File: config.mk
export PLATFORM = sky130hd
export DESIGN_NAME = hex_to_base64_encoder_top_flat
export DESIGN_NICKNAME = d
export VERILOG_FILES = /design/src/rtl/core/hb64_pkg.sv /design/src/rtl/core/hb64_in_if.sv /design/src/rtl/core/hb64_out_if.sv /design/src/rtl/core/hb64_pack.sv /design/src/rtl/core/hb64_serial.sv /design/src/rtl/core/hex_to_base64_encoder_top.sv /design/src/flat_wrapper.sv
export SDC_FILE = /design/constraint.sdc
export NUM_CORES = 1
export LEC_CHECK = 0
export ABC_AREA = 0
export ABC_CLOCK_PERIOD_IN_PS = 10600
export BUFFER_PORTS_ARGS = -buffer_cell sky130_fd_sc_hd__buf_4
export CAP_MARGIN = 20
export CELL_PAD_IN_SITES_DETAIL_PLACEMENT = 1
export CELL_PAD_IN_SITES_GLOBAL_PLACEMENT = 1
export CORE_ASPECT_RATIO = 1.5
export CORE_UTILIZATION = 46
export DETAILED_ROUTE_END_ITERATION = 12
export PLACE_DENSITY_LB_ADDON = 0.1
export SKIP_LAST_GASP = 1
export SYNTH_ARGS = -nofsm -noshare
export SYNTH_HDL_FRONTEND = slang
export SYNTH_SLANG_ARGS = --single-unit
export TNS_END_PERCENT = 100
File: constraint.sdc
create_clock -name clk_i -period 10.6 [get_ports clk_i]
set_clock_uncertainty 0.1 [all_clocks]
set_input_delay 0.53 -clock clk_i [delete_from_list [all_inputs] [get_ports clk_i]]
set_output_delay 0.53 -clock clk_i [all_outputs]
set_load 0.01 [all_outputs]
File: src/rtl/core/hb64_pkg.sv
`default_nettype none
// ----------------------------------------------------------------------------
// hb64_pkg
// Shared types, constants and the base64 alphabet for the hex-to-base64
// encoder.
// ----------------------------------------------------------------------------
package hb64_pkg;

  localparam int unsigned GroupBits = 24;
  localparam int unsigned UnitBits  = 6;
  localparam int unsigned CharW     = 8;
  localparam int unsigned CountW    = 5;
  localparam int unsigned UnitsW    = 3;

  localparam logic [CharW-1:0]  PadChar   = 8'd61;
  localparam logic [CharW-1:0]  ErrChar   = 8'd0;
  localparam logic [CountW-1:0] FullCount = CountW'(GroupBits);
  localparam logic [CountW-1:0] NibbleBits = 5'd4;

  // one group of up to four output beats, bits left-aligned
  typedef struct packed {
    logic [GroupBits-1:0] bits;
    logic [UnitsW-1:0]    units;
    logic                 end_f;
    logic                 err;
  } grp_t;

  // base64 alphabet
  function automatic logic [CharW-1:0] b64_char(input logic [UnitBits-1:0] v);
    logic [CharW-1:0] c;
    begin
      if (v < 6'd26) begin
        c = 8'd65 + {2'b00, v};
      end else if (v < 6'd52) begin
        c = 8'd71 + {2'b00, v};
      end else if (v < 6'd62) begin
        c = {2'b00, v} - 8'd4;
      end else if (v == 6'd62) begin
        c = 8'd43;
      end else begin
        c = 8'd47;
      end
      return c;
    end
  endfunction

  // number of 6-bit units needed for a bit count (always a multiple of four)
  function automatic logic [UnitsW-1:0] units_of(input logic [CountW-1:0] n);
    logic [UnitsW-1:0] u;
    begin
      unique case (n)
        5'd4:    u = 3'd1;
        5'd8:    u = 3'd2;
        5'd12:   u = 3'd2;
        5'd16:   u = 3'd3;
        5'd20:   u = 3'd4;
        5'd24:   u = 3'd4;
        default: u = 3'd4;
      endcase
      return u;
    end
  endfunction

endpackage
`default_nettype wire

File: src/rtl/core/hb64_in_if.sv
`default_nettype none
// ----------------------------------------------------------------------------
// hb64_in_if
// Input channel: one hex string character per beat.
// ----------------------------------------------------------------------------
interface hb64_in_if;
  logic       valid;
  logic       ready;
  logic [7:0] hex_char;
  logic       final_char;

  modport source (output valid, output hex_char, output final_char, input ready);
  modport sink   (input valid, input hex_char, input final_char, output ready);
endinterface
`default_nettype wire

File: src/rtl/core/hb64_out_if.sv
`default_nettype none
// ----------------------------------------------------------------------------
// hb64_out_if
// Output channel: one base64 character, pad or error marker per beat.
// ----------------------------------------------------------------------------
interface hb64_out_if;
  logic       valid;
  logic       ready;
  logic [7:0] out_char;
  logic       run_last;
  logic       string_end;
  logic       odd_length_error;

  modport source (output valid, output out_char, output run_last, output string_end,
                  output odd_length_error, input ready);
  modport sink   (input valid, input out_char, input run_last, input string_end,
                  input odd_length_error, output ready);
endinterface
`default_nettype wire

File: src/rtl/core/hb64_pack.sv
`default_nettype none
// ----------------------------------------------------------------------------
// hb64_pack
// Collects nibbles into a 24-bit group, tracks length parity and hands
// finished groups to a one-entry holding slot.
// ----------------------------------------------------------------------------
module hb64_pack import hb64_pkg::*; (
  input  wire logic       clk_i,
  input  wire logic       rst_ni,
  input  wire logic       in_valid_i,
  output      logic       in_ready_o,
  input  wire logic [7:0] hex_char_i,
  input  wire logic       final_char_i,
  output      logic       pend_valid_o,
  output      grp_t       pend_o,
  input  wire logic       pend_take_i
);

  logic [GroupBits-1:0] bits_q, bits_d;
  logic [CountW-1:0]    cnt_q, cnt_d;
  logic                 par_q, par_d;
  logic                 pend_v_q, pend_v_d;
  grp_t                 pend_q, pend_d;

  logic                 fire;
  logic                 is_hex;
  logic [3:0]           nib;
  logic [GroupBits-1:0] bits_n;
  logic [CountW-1:0]    cnt_n;
  logic                 par_n;
  logic                 emit;
  grp_t                 grp;

  assign in_ready_o = !pend_v_q || pend_take_i;
  assign fire       = in_valid_i && in_ready_o;

  always_comb begin
    is_hex = 1'b0;
    nib    = 4'd0;
    if (hex_char_i >= 8'd48 && hex_char_i <= 8'd57) begin
      is_hex = 1'b1;
      nib    = 4'(hex_char_i - 8'd48);
    end else if (hex_char_i >= 8'd97 && hex_char_i <= 8'd102) begin
      is_hex = 1'b1;
      nib    = 4'(hex_char_i - 8'd87);
    end

    par_n  = ~par_q;
    bits_n = is_hex ? {bits_q[GroupBits-5:0], nib} : bits_q;
    cnt_n  = is_hex ? cnt_q + NibbleBits : cnt_q;

    grp.bits  = GroupBits'(bits_n << (FullCount - cnt_n));
    grp.units = units_of(cnt_n);
    grp.end_f = final_char_i;
    grp.err   = final_char_i && par_n;

    if (final_char_i) begin
      emit = par_n || (cnt_n != '0);
    end else begin
      emit = (cnt_n == FullCount);
    end

    bits_d   = bits_q;
    cnt_d    = cnt_q;
    par_d    = par_q;
    pend_d   = pend_q;
    pend_v_d = pend_v_q && !pend_take_i;
    if (fire) begin
      if (final_char_i || emit) begin
        bits_d = '0;
        cnt_d  = '0;
        par_d  = final_char_i ? 1'b0 : par_n;
      end else begin
        bits_d = bits_n;
        cnt_d  = cnt_n;
        par_d  = par_n;
      end
      if (emit) begin
        pend_d   = grp;
        pend_v_d = 1'b1;
      end
    end
  end

  always_ff @(posedge clk_i or negedge rst_ni) begin
    if (!rst_ni) begin
      bits_q   <= '0;
      cnt_q    <= '0;
      par_q    <= 1'b0;
      pend_v_q <= 1'b0;
    end else begin
      bits_q   <= bits_d;
      cnt_q    <= cnt_d;
      par_q    <= par_d;
      pend_v_q <= pend_v_d;
    end
  end

  always_ff @(posedge clk_i) begin
    pend_q <= pend_d;
  end

  assign pend_valid_o = pend_v_q;
  assign pend_o       = pend_q;

endmodule
`default_nettype wire

File: src/rtl/core/hb64_serial.sv
`default_nettype none
// ----------------------------------------------------------------------------
// hb64_serial
// Holds one group and sends it out as four character beats, or one beat
// for an error marker.
// ----------------------------------------------------------------------------
module hb64_serial import hb64_pkg::*; (
  input  wire logic             clk_i,
  input  wire logic             rst_ni,
  input  wire logic             pend_valid_i,
  input  wire grp_t             pend_i,
  output      logic             pend_take_o,
  output      logic             out_valid_o,
  input  wire logic             out_ready_i,
  output      logic [CharW-1:0] out_char_o,
  output      logic             run_last_o,
  output      logic             string_end_o,
  output      logic             odd_length_error_o
);

  logic       ser_v_q, ser_v_d;
  grp_t       grp_q, grp_d;
  logic [1:0] idx_q, idx_d;

  logic                fire;
  logic                last;
  logic [UnitBits-1:0] unit;

  always_comb begin
    case (idx_q)
      2'd0:    unit = grp_q.bits[23:18];
      2'd1:    unit = grp_q.bits[17:12];
      2'd2:    unit = grp_q.bits[11:6];
      default: unit = grp_q.bits[5:0];
    endcase
  end

  always_comb begin
    last = grp_q.err || (idx_q == 2'd3);
    if (grp_q.err) begin
      out_char_o = ErrChar;
    end else if ({1'b0, idx_q} < grp_q.units) begin
      out_char_o = b64_char(unit);
    end else begin
      out_char_o = PadChar;
    end
    run_last_o         = last;
    string_end_o       = last && grp_q.end_f;
    odd_length_error_o = grp_q.err;
  end

  assign out_valid_o = ser_v_q;
  assign fire        = ser_v_q && out_ready_i;
  assign pend_take_o = !ser_v_q || (fire && last);

  always_comb begin
    ser_v_d = ser_v_q;
    grp_d   = grp_q;
    idx_d   = idx_q;
    if (pend_take_o) begin
      ser_v_d = pend_valid_i;
      grp_d   = pend_i;
      idx_d   = 2'd0;
    end else if (fire) begin
      idx_d = idx_q + 2'd1;
    end
  end

  always_ff @(posedge clk_i or negedge rst_ni) begin
    if (!rst_ni) begin
      ser_v_q <= 1'b0;
      idx_q   <= 2'd0;
    end else begin
      ser_v_q <= ser_v_d;
      idx_q   <= idx_d;
    end
  end

  always_ff @(posedge clk_i) begin
    grp_q <= grp_d;
  end

endmodule
`default_nettype wire

File: src/rtl/core/hex_to_base64_encoder_top.sv
`default_nettype none
// ----------------------------------------------------------------------------
// hex_to_base64_encoder_top
// Streaming hex-string to base64 encoder, one character in per beat.
// ----------------------------------------------------------------------------
// One ASCII character is taken per input beat and one input beat can be
// accepted every clock cycle unless stalled. Lower-case hex digits add four
// bits each to a 24-bit group; any other character only counts towards the
// length. A full group, or the remainder on the final character, leaves as
// four output beats (base64 characters then '=' pads), one per cycle while
// the output is ready. An odd string length gives a single error beat
// (out_char 0, all flags set) on the final character instead, and the state
// is cleared; beats already sent stand. Finished groups go to a one-group
// holding slot with a four-beat serialiser behind it, so input stalls only
// when both hold a group, as when short final strings come faster than four
// output beats each. Input ready depends combinationally on output ready.
// ----------------------------------------------------------------------------
module hex_to_base64_encoder_top import hb64_pkg::*; (
  input wire logic  clk_i,
  input wire logic  rst_ni,
  hb64_in_if.sink   in_ch,
  hb64_out_if.source out_ch
);

  // group handed from the packer to the serialiser
  logic pend_valid;
  grp_t pend;
  logic pend_take;

  // nibble packing, parity tracking and the holding slot
  hb64_pack u_pack (
    .clk_i        (clk_i),
    .rst_ni       (rst_ni),
    .in_valid_i   (in_ch.valid),
    .in_ready_o   (in_ch.ready),
    .hex_char_i   (in_ch.hex_char),
    .final_char_i (in_ch.final_char),
    .pend_valid_o (pend_valid),
    .pend_o       (pend),
    .pend_take_i  (pend_take)
  );

  // one beat per cycle towards the output channel while it is ready
  hb64_serial u_serial (
    .clk_i              (clk_i),
    .rst_ni             (rst_ni),
    .pend_valid_i       (pend_valid),
    .pend_i             (pend),
    .pend_take_o        (pend_take),
    .out_valid_o        (out_ch.valid),
    .out_ready_i        (out_ch.ready),
    .out_char_o         (out_ch.out_char),
    .run_last_o         (out_ch.run_last),
    .string_end_o       (out_ch.string_end),
    .odd_length_error_o (out_ch.odd_length_error)
  );

endmodule
`default_nettype wire

File: src/flat_wrapper.sv
// flat-port wrapper written by rule: the top's interface ports become plain ports
module hex_to_base64_encoder_top_flat import hb64_pkg::*;
  (clk_i, rst_ni, in_ch_valid, in_ch_hex_char, in_ch_final_char, in_ch_ready, out_ch_valid, out_ch_out_char, out_ch_run_last, out_ch_string_end, out_ch_odd_length_error, out_ch_ready);
  hb64_in_if in_ch_i ();
  hb64_out_if out_ch_i ();
  input wire logic clk_i;
  input wire logic rst_ni;
  input wire logic [$bits(in_ch_i.valid)-1:0] in_ch_valid;
  input wire logic [$bits(in_ch_i.hex_char)-1:0] in_ch_hex_char;
  input wire logic [$bits(in_ch_i.final_char)-1:0] in_ch_final_char;
  output wire logic [$bits(in_ch_i.ready)-1:0] in_ch_ready;
  output wire logic [$bits(out_ch_i.valid)-1:0] out_ch_valid;
  output wire logic [$bits(out_ch_i.out_char)-1:0] out_ch_out_char;
  output wire logic [$bits(out_ch_i.run_last)-1:0] out_ch_run_last;
  output wire logic [$bits(out_ch_i.string_end)-1:0] out_ch_string_end;
  output wire logic [$bits(out_ch_i.odd_length_error)-1:0] out_ch_odd_length_error;
  input wire logic [$bits(out_ch_i.ready)-1:0] out_ch_ready;
  assign in_ch_i.valid = in_ch_valid;
  assign in_ch_i.hex_char = in_ch_hex_char;
  assign in_ch_i.final_char = in_ch_final_char;
  assign in_ch_ready = in_ch_i.ready;
  assign out_ch_valid = out_ch_i.valid;
  assign out_ch_out_char = out_ch_i.out_char;
  assign out_ch_run_last = out_ch_i.run_last;
  assign out_ch_string_end = out_ch_i.string_end;
  assign out_ch_odd_length_error = out_ch_i.odd_length_error;
  assign out_ch_i.ready = out_ch_ready;
  hex_to_base64_encoder_top u_core (.clk_i(clk_i), .rst_ni(rst_ni), .in_ch(in_ch_i), .out_ch(out_ch_i));
endmodule
* Word level (Yosys, flattened, before mapping) *
Cells that the tools add are included.

operators by class
  bitwise gates (word level) = 1
  shifts and indexed selects = 1
  $add $sub $neg = 8
  $lt $le $gt $ge = 8
  eq/ne operators = 9
  reductions and logical operators = 21
  mux-type cells = 23

operators with widths
  kind                   number
  $mux W24               2
  $mux W8                5
  $shl A24 B5 Y24        1
  $pmux W6 S3            1
  $add A7 B6 Y8 const A  2
  $lt A6 B6 Y1 const B   2
  $eq A5 B4 Y1 const B   2
  $eq A5 B5 Y1 const B   2
  $mux W5                2
  $pmux W3 S3            1
  $ge A8 B6 Y1 const B   1
  $ge A8 B7 Y1 const B   1
  $le A8 B6 Y1 const B   1
  $le A8 B7 Y1 const B   1
  $logic_and A1 B1 Y1    8
  $mux W4                2
  $mux W1                7
  $sub A6 B3 Y7 const B  1
  $eq A6 B6 Y1 const B   1
  $lt A6 B5 Y1 const B   1
  $add A5 B3 Y5 const B  1
  $eq A5 B3 Y1 const B   1
  $logic_or A1 B1 Y1     5
  $reduce_bool A5 Y1     1
  other kinds (15)       19

word-level totals
  flip-flop bits (word level) = 92
  logic and storage cells = 85
  output and inout bits = 13
  bits of input ports = 13

* Longest topological paths before layout *
  word-level depth = 10
  mapped depth = 17

* Cells and area by module *
A second synthesis with hierarchy kept.

unflattened totals
  cell total of the unflattened synthesis = 506
  area, all modules = 5,173.7 um^2

by module, submodules not included
  module       sequential area each (um^2)  area each (um^2)  cells an instance  instances
  hb64_pack    1,596.5                      3,530.9           373                1
  hb64_serial  945.9                        1,642.8           133                1

* Worst setup path before layout *
Ideal clock, no wire load.

  kind = input-to-reg
  start point = input port in_ch_hex_char[0]
  end point = register u_core.u_pack.pend_q (netlist bit u_core.u_pack.pend_o[0]), enable pin
  slack = 6.018 ns
  data arrival time = 4.058 ns
  stages on the path = 13
  library setup time = 0.425 ns
  path buffers = 3
  path through = clkbuf_1 -> inv_1 -> ha_1 -> or3b_4 -> and4_4 -> buf_6 -> nor2_2 -> xnor2_1 -> inv_1 -> ha_1 -> clkbuf_1 -> nand2_1 -> a21oi_1

on the way
  cells in the longest elaborated chain, start to end = 9
  elaborated cells on any way between the ends = 14

ends and longest elaborated chain
  item                                                 line               text
  start, declared                                      flat_wrapper.sv:9  input wire logic [$bits(in_ch_i.hex_char)-1:0] in_ch_hex_char;
  $ge A8 B7 Y1 / $le A8 B7 Y1 (equally long branches)  hb64_pack.sv:43    end else if (hex_char_i >= 8'd97 && hex_char_i <= 8'd102) begin
  $logic_and A1 B1 Y1                                  hb64_pack.sv:43
  $mux W1                                              hb64_pack.sv:43
  $mux W1 (*)                                          hb64_pack.sv:40    if (hex_char_i >= 8'd48 && hex_char_i <= 8'd57) begin
  $mux W5 (*)                                          hb64_pack.sv:50    cnt_n = is_hex ? cnt_q + NibbleBits : cnt_q;
  $reduce_bool A5 Y1                                   hb64_pack.sv:58    emit = par_n || (cnt_n != '0);
  $logic_or A1 B1 Y1                                   hb64_pack.sv:58
  $mux W1 (*)                                          hb64_pack.sv:57    if (final_char_i) begin
  $reduce_and A2 Y1 (no source line) (*)               n/a
  end signal, assigned                                 hb64_pack.sv:100   pend_q <= pend_d;
  end, declared                                        hb64_pack.sv:23    grp_t pend_q, pend_d;

Every way passes the cells marked *; elsewhere a longest branch is shown, timed or not.
A chain may end at the register's enable or synchronous reset.

* Worst setup path in the final report *
  start point = register u_core.u_serial.idx_q[1]
  end point = output port out_ch_out_char[2]

on the way
  cells in the longest elaborated chain, start to end = 9
  elaborated cells on any way between the ends = 18

ends and longest elaborated chain
  item                                                                   line                text
  start, declared                                                        hb64_serial.sv:23   logic [1:0] idx_q, idx_d;
  start signal, assigned                                                 hb64_serial.sv:75   idx_q <= idx_d;
  parallel branches: the longest is 7 deep, another holds $sub A6 B3 Y7  n/a
  $mux W8 (*)                                                            hb64_serial.sv:42   end else if ({1'b0, idx_q} < grp_q.units) begin
  $mux W8 (*)                                                            hb64_serial.sv:40   if (grp_q.err) begin
  end, declared                                                          flat_wrapper.sv:13  output wire logic [$bits(out_ch_i.out_char)-1:0] out_ch_out_char;

Every way passes the cells marked *.

==> results.toml <==
[logic_synthesis]
synth_cells = 497
seq_area_frac_synth_pct = 49.20
ys.flop_type = "edfxtp_1"
synth_area_leaders = "edfxtp_1, dfrtp_1, a22o_1"
syn_nets = 525
syn_avg_cell_area_um2 = 10.40
synth_warnings = 0
ys_ff_latch = 90
yosys.area.top_type_share_pct = 33.70
synth_area_leader_cell = "edfxtp_1"
syn-cell-area_um2 = 5167
synth-edff-count = 58
async_reset_ff_share_pct = 35.56
synthDistinctLibCells = 70

[floorplan]
ios = 26
chipWidth_um = 88.54
initial_utilization_pct = 46.99
rows = 47
die_area_um2 = 11670
die_y_um = 131.8
core_area_um2 = 11000

[routing]
drtPass1Iterations = 4
detail_route.wl_per_cell_um = 19.56
vias = 3995
drt_iter0_drc = 153
via_per_inst = 6.071
drt-total-wl_um = 12870
drc = 0
ant_nets = 0

[cells_and_area]
final_cell_mix = "edfxtp_1, nand2_1, dfrtp_1, a21oi_1, buf_4"
final_util_pct = 52.33
num_antenna_cells = 0
fin_nets = 534
synthToLayoutAreaGrowth_pct = 11.36
instances_no_fill = 658
fin_area_um2 = 5754
drive_above_1_share_pct = 12.52
mostFrequentLayoutCell = "edfxtp_1"
fill_cells = 1239

[clock_tree]
clkLatencyLatePin_ps = 340
cts.sinks = 90
cts_tree = "built"
cts_hold_buffers = 0
cts_buffer_depth = 2
cts-buffers-inserted = 9
cts_setup_buffers = 0
root_buffer = "clkbuf_16"
htreeDepth = 3
clk_pin_slew_ps = 70
ctsResizeCount = 0

[sta]
hold_ws_ps = 36.81
fin_ws_ps = 5956
worstMarginPinSlew_ps = 829.4
fmax_mhz = 215.3
period_share_pct = 43.81
setup_viol = 0
maxSlewHeadroom_pct = 44.71
fin_tns_setup_ps = 0
hold_violations = 0
min_period_ps = 4644
slew_violations = 0
rsz0062_at_grt = "no"

[setup_path]
ff2ff_path_depth = 11
crit_fanout = 15
critical_path_class = "register to output pin"
cp.arrival_ps = 4010
timing.rr.start = "u_core.u_pack.cnt_q[2]"
r2r-end = "u_core.u_pack.pend_o[23]"
critPathLaunchType = "register"
end_kind = "output pin"
cp.required_ps = 9970
reg2reg_setup_slack_ps = 6920

[power_and_ir_drop]
pwr_density_cell_nw_per_um2 = 216.9
leakagePower_nw = 2.165
ir_drop_uv = 88.25
total_power_mw = 1.248

[placed_design]
dpl_worst_slack_ps = 5191
port_buffers = 25
hpwl_um = 9465
place_congestion = 0.8350
post-place-cells = 640
post_dp_cell_area_um2 = 5434

[global_route]
grt-ovfl-total = 0
grt_pass1_wl_um = 20720
grt_start_max_net_pins = 62
grt_pass1_vias = 4069
antenna_found_initial = 0
grt_usage_pct = 23.61

[status]
status = "completed"

[min_path]
min_path_type = "input pin to async pin"

[job]
drv_cap = 0
==> sequential cells by signal, summed over array words and instances (netlist names) <==
signal,cells
u_core.u_pack.bits_q,24
u_core.u_pack.cnt_q,3
u_core.u_pack.par_q,1
u_core.u_pack.pend_o,29
u_core.u_pack.pend_valid_o,1
u_core.u_serial.grp_q,28
u_core.u_serial.idx_q,2
u_core.u_serial.odd_length_error_o,1
u_core.u_serial.out_valid_o,1
==> critical path, cell delays in order, from the launching register on <==
cell      delay (ps)
dfrtp_1          410
ha_1             490
clkinv_1         400
a21oi_1          590
inv_1            100
ha_1             230
nand3b_1         380
or4b_2           710
nand4b_1         120
o22ai_1           90
buf_4            160
==> synth_stat cells (4+ instances only) <==
library cell	count
nand3_1	17
buf_2	13
nor2_1	25
nor4_1	4
o31ai_1	7
a222oi_1	5
dfrtp_1	32
or3_1	7
inv_1	24
o21ai_0	25
clkbuf_1	20
xnor2_1	7
edfxtp_1	58
nand2b_1	11
nor3b_1	8
o22ai_1	8
a22o_1	24
a22oi_1	7
a211oi_1	9
nor3_1	6
ha_1	15
nand2_1	32
o211ai_1	5
nor2b_1	14
a21oi_1	32
and2_1	4
mux2i_1	10
a31oi_1	5
==> power by group <==
part | internal (mW) | switching (mW) | leakage [nW] | total, mW
clock network | 0.161 | 0.135 | 0.126 | 0.295
logic | 0.187 | 0.283 | 1.04 | 0.470
registers | 0.448 | 0.0339 | 1.00 | 0.482
total | 0.796 | 0.452 | 2.16 | 1.25
==> per-layer routing <==
layer  global-route usage (%)  up-vias  wire, um
met1                    26.56     2008      5173
met2                    42.31       56      7030
li1                         -     1907         -
met5                        0        -         0
met4                    10.66        0       398
met3                    4.070       24       270
==> layout make-up <==
class                      instances  area, um2  share of cell area (%)
timing repair buffer              32      267.8                   4.653
sequential                        90       2542                   44.18
clock buffer                      10      229.0                   3.979
clock inverter                     6      48.80                  0.8480
inverter                          25      93.84                   1.631
tap                              147      183.9                   3.196
multi-input combinational        348       2389                   41.51
==> worst max path at each step <==
stage                                  start                       end  cells after the start
floorplan                  in_ch_hex_char[0]   u_core.u_pack.pend_o[0]                     13
global placement           in_ch_hex_char[0]  u_core.u_pack.pend_o[24]                     14
detailed placement         in_ch_hex_char[1]  u_core.u_pack.pend_o[22]                     15
CTS                        in_ch_hex_char[1]  u_core.u_pack.pend_o[22]                     15
global route        u_core.u_serial.idx_q[1]        out_ch_out_char[2]                     10
finish              u_core.u_serial.idx_q[1]        out_ch_out_char[2]                     10
==> cells by family (layout without fill, tap and decap cells) <==
kind of cell             after synthesis  count (layout)  share of synthesized area, %
XOR/XNOR                              10              10                         1.840
AND/OR/NAND/NOR                      149             149                         15.84
AO/OA/AOI/OAI                        161             161                         22.16
multiplexers                          13              13                         2.591
adder cells (fa/ha/maj)               15              15                         3.632
buffers and inverters                 59              73                         4.746
flip-flops                            90              90                         49.20
Note: power is estimated with default switching activity, not from simulation.
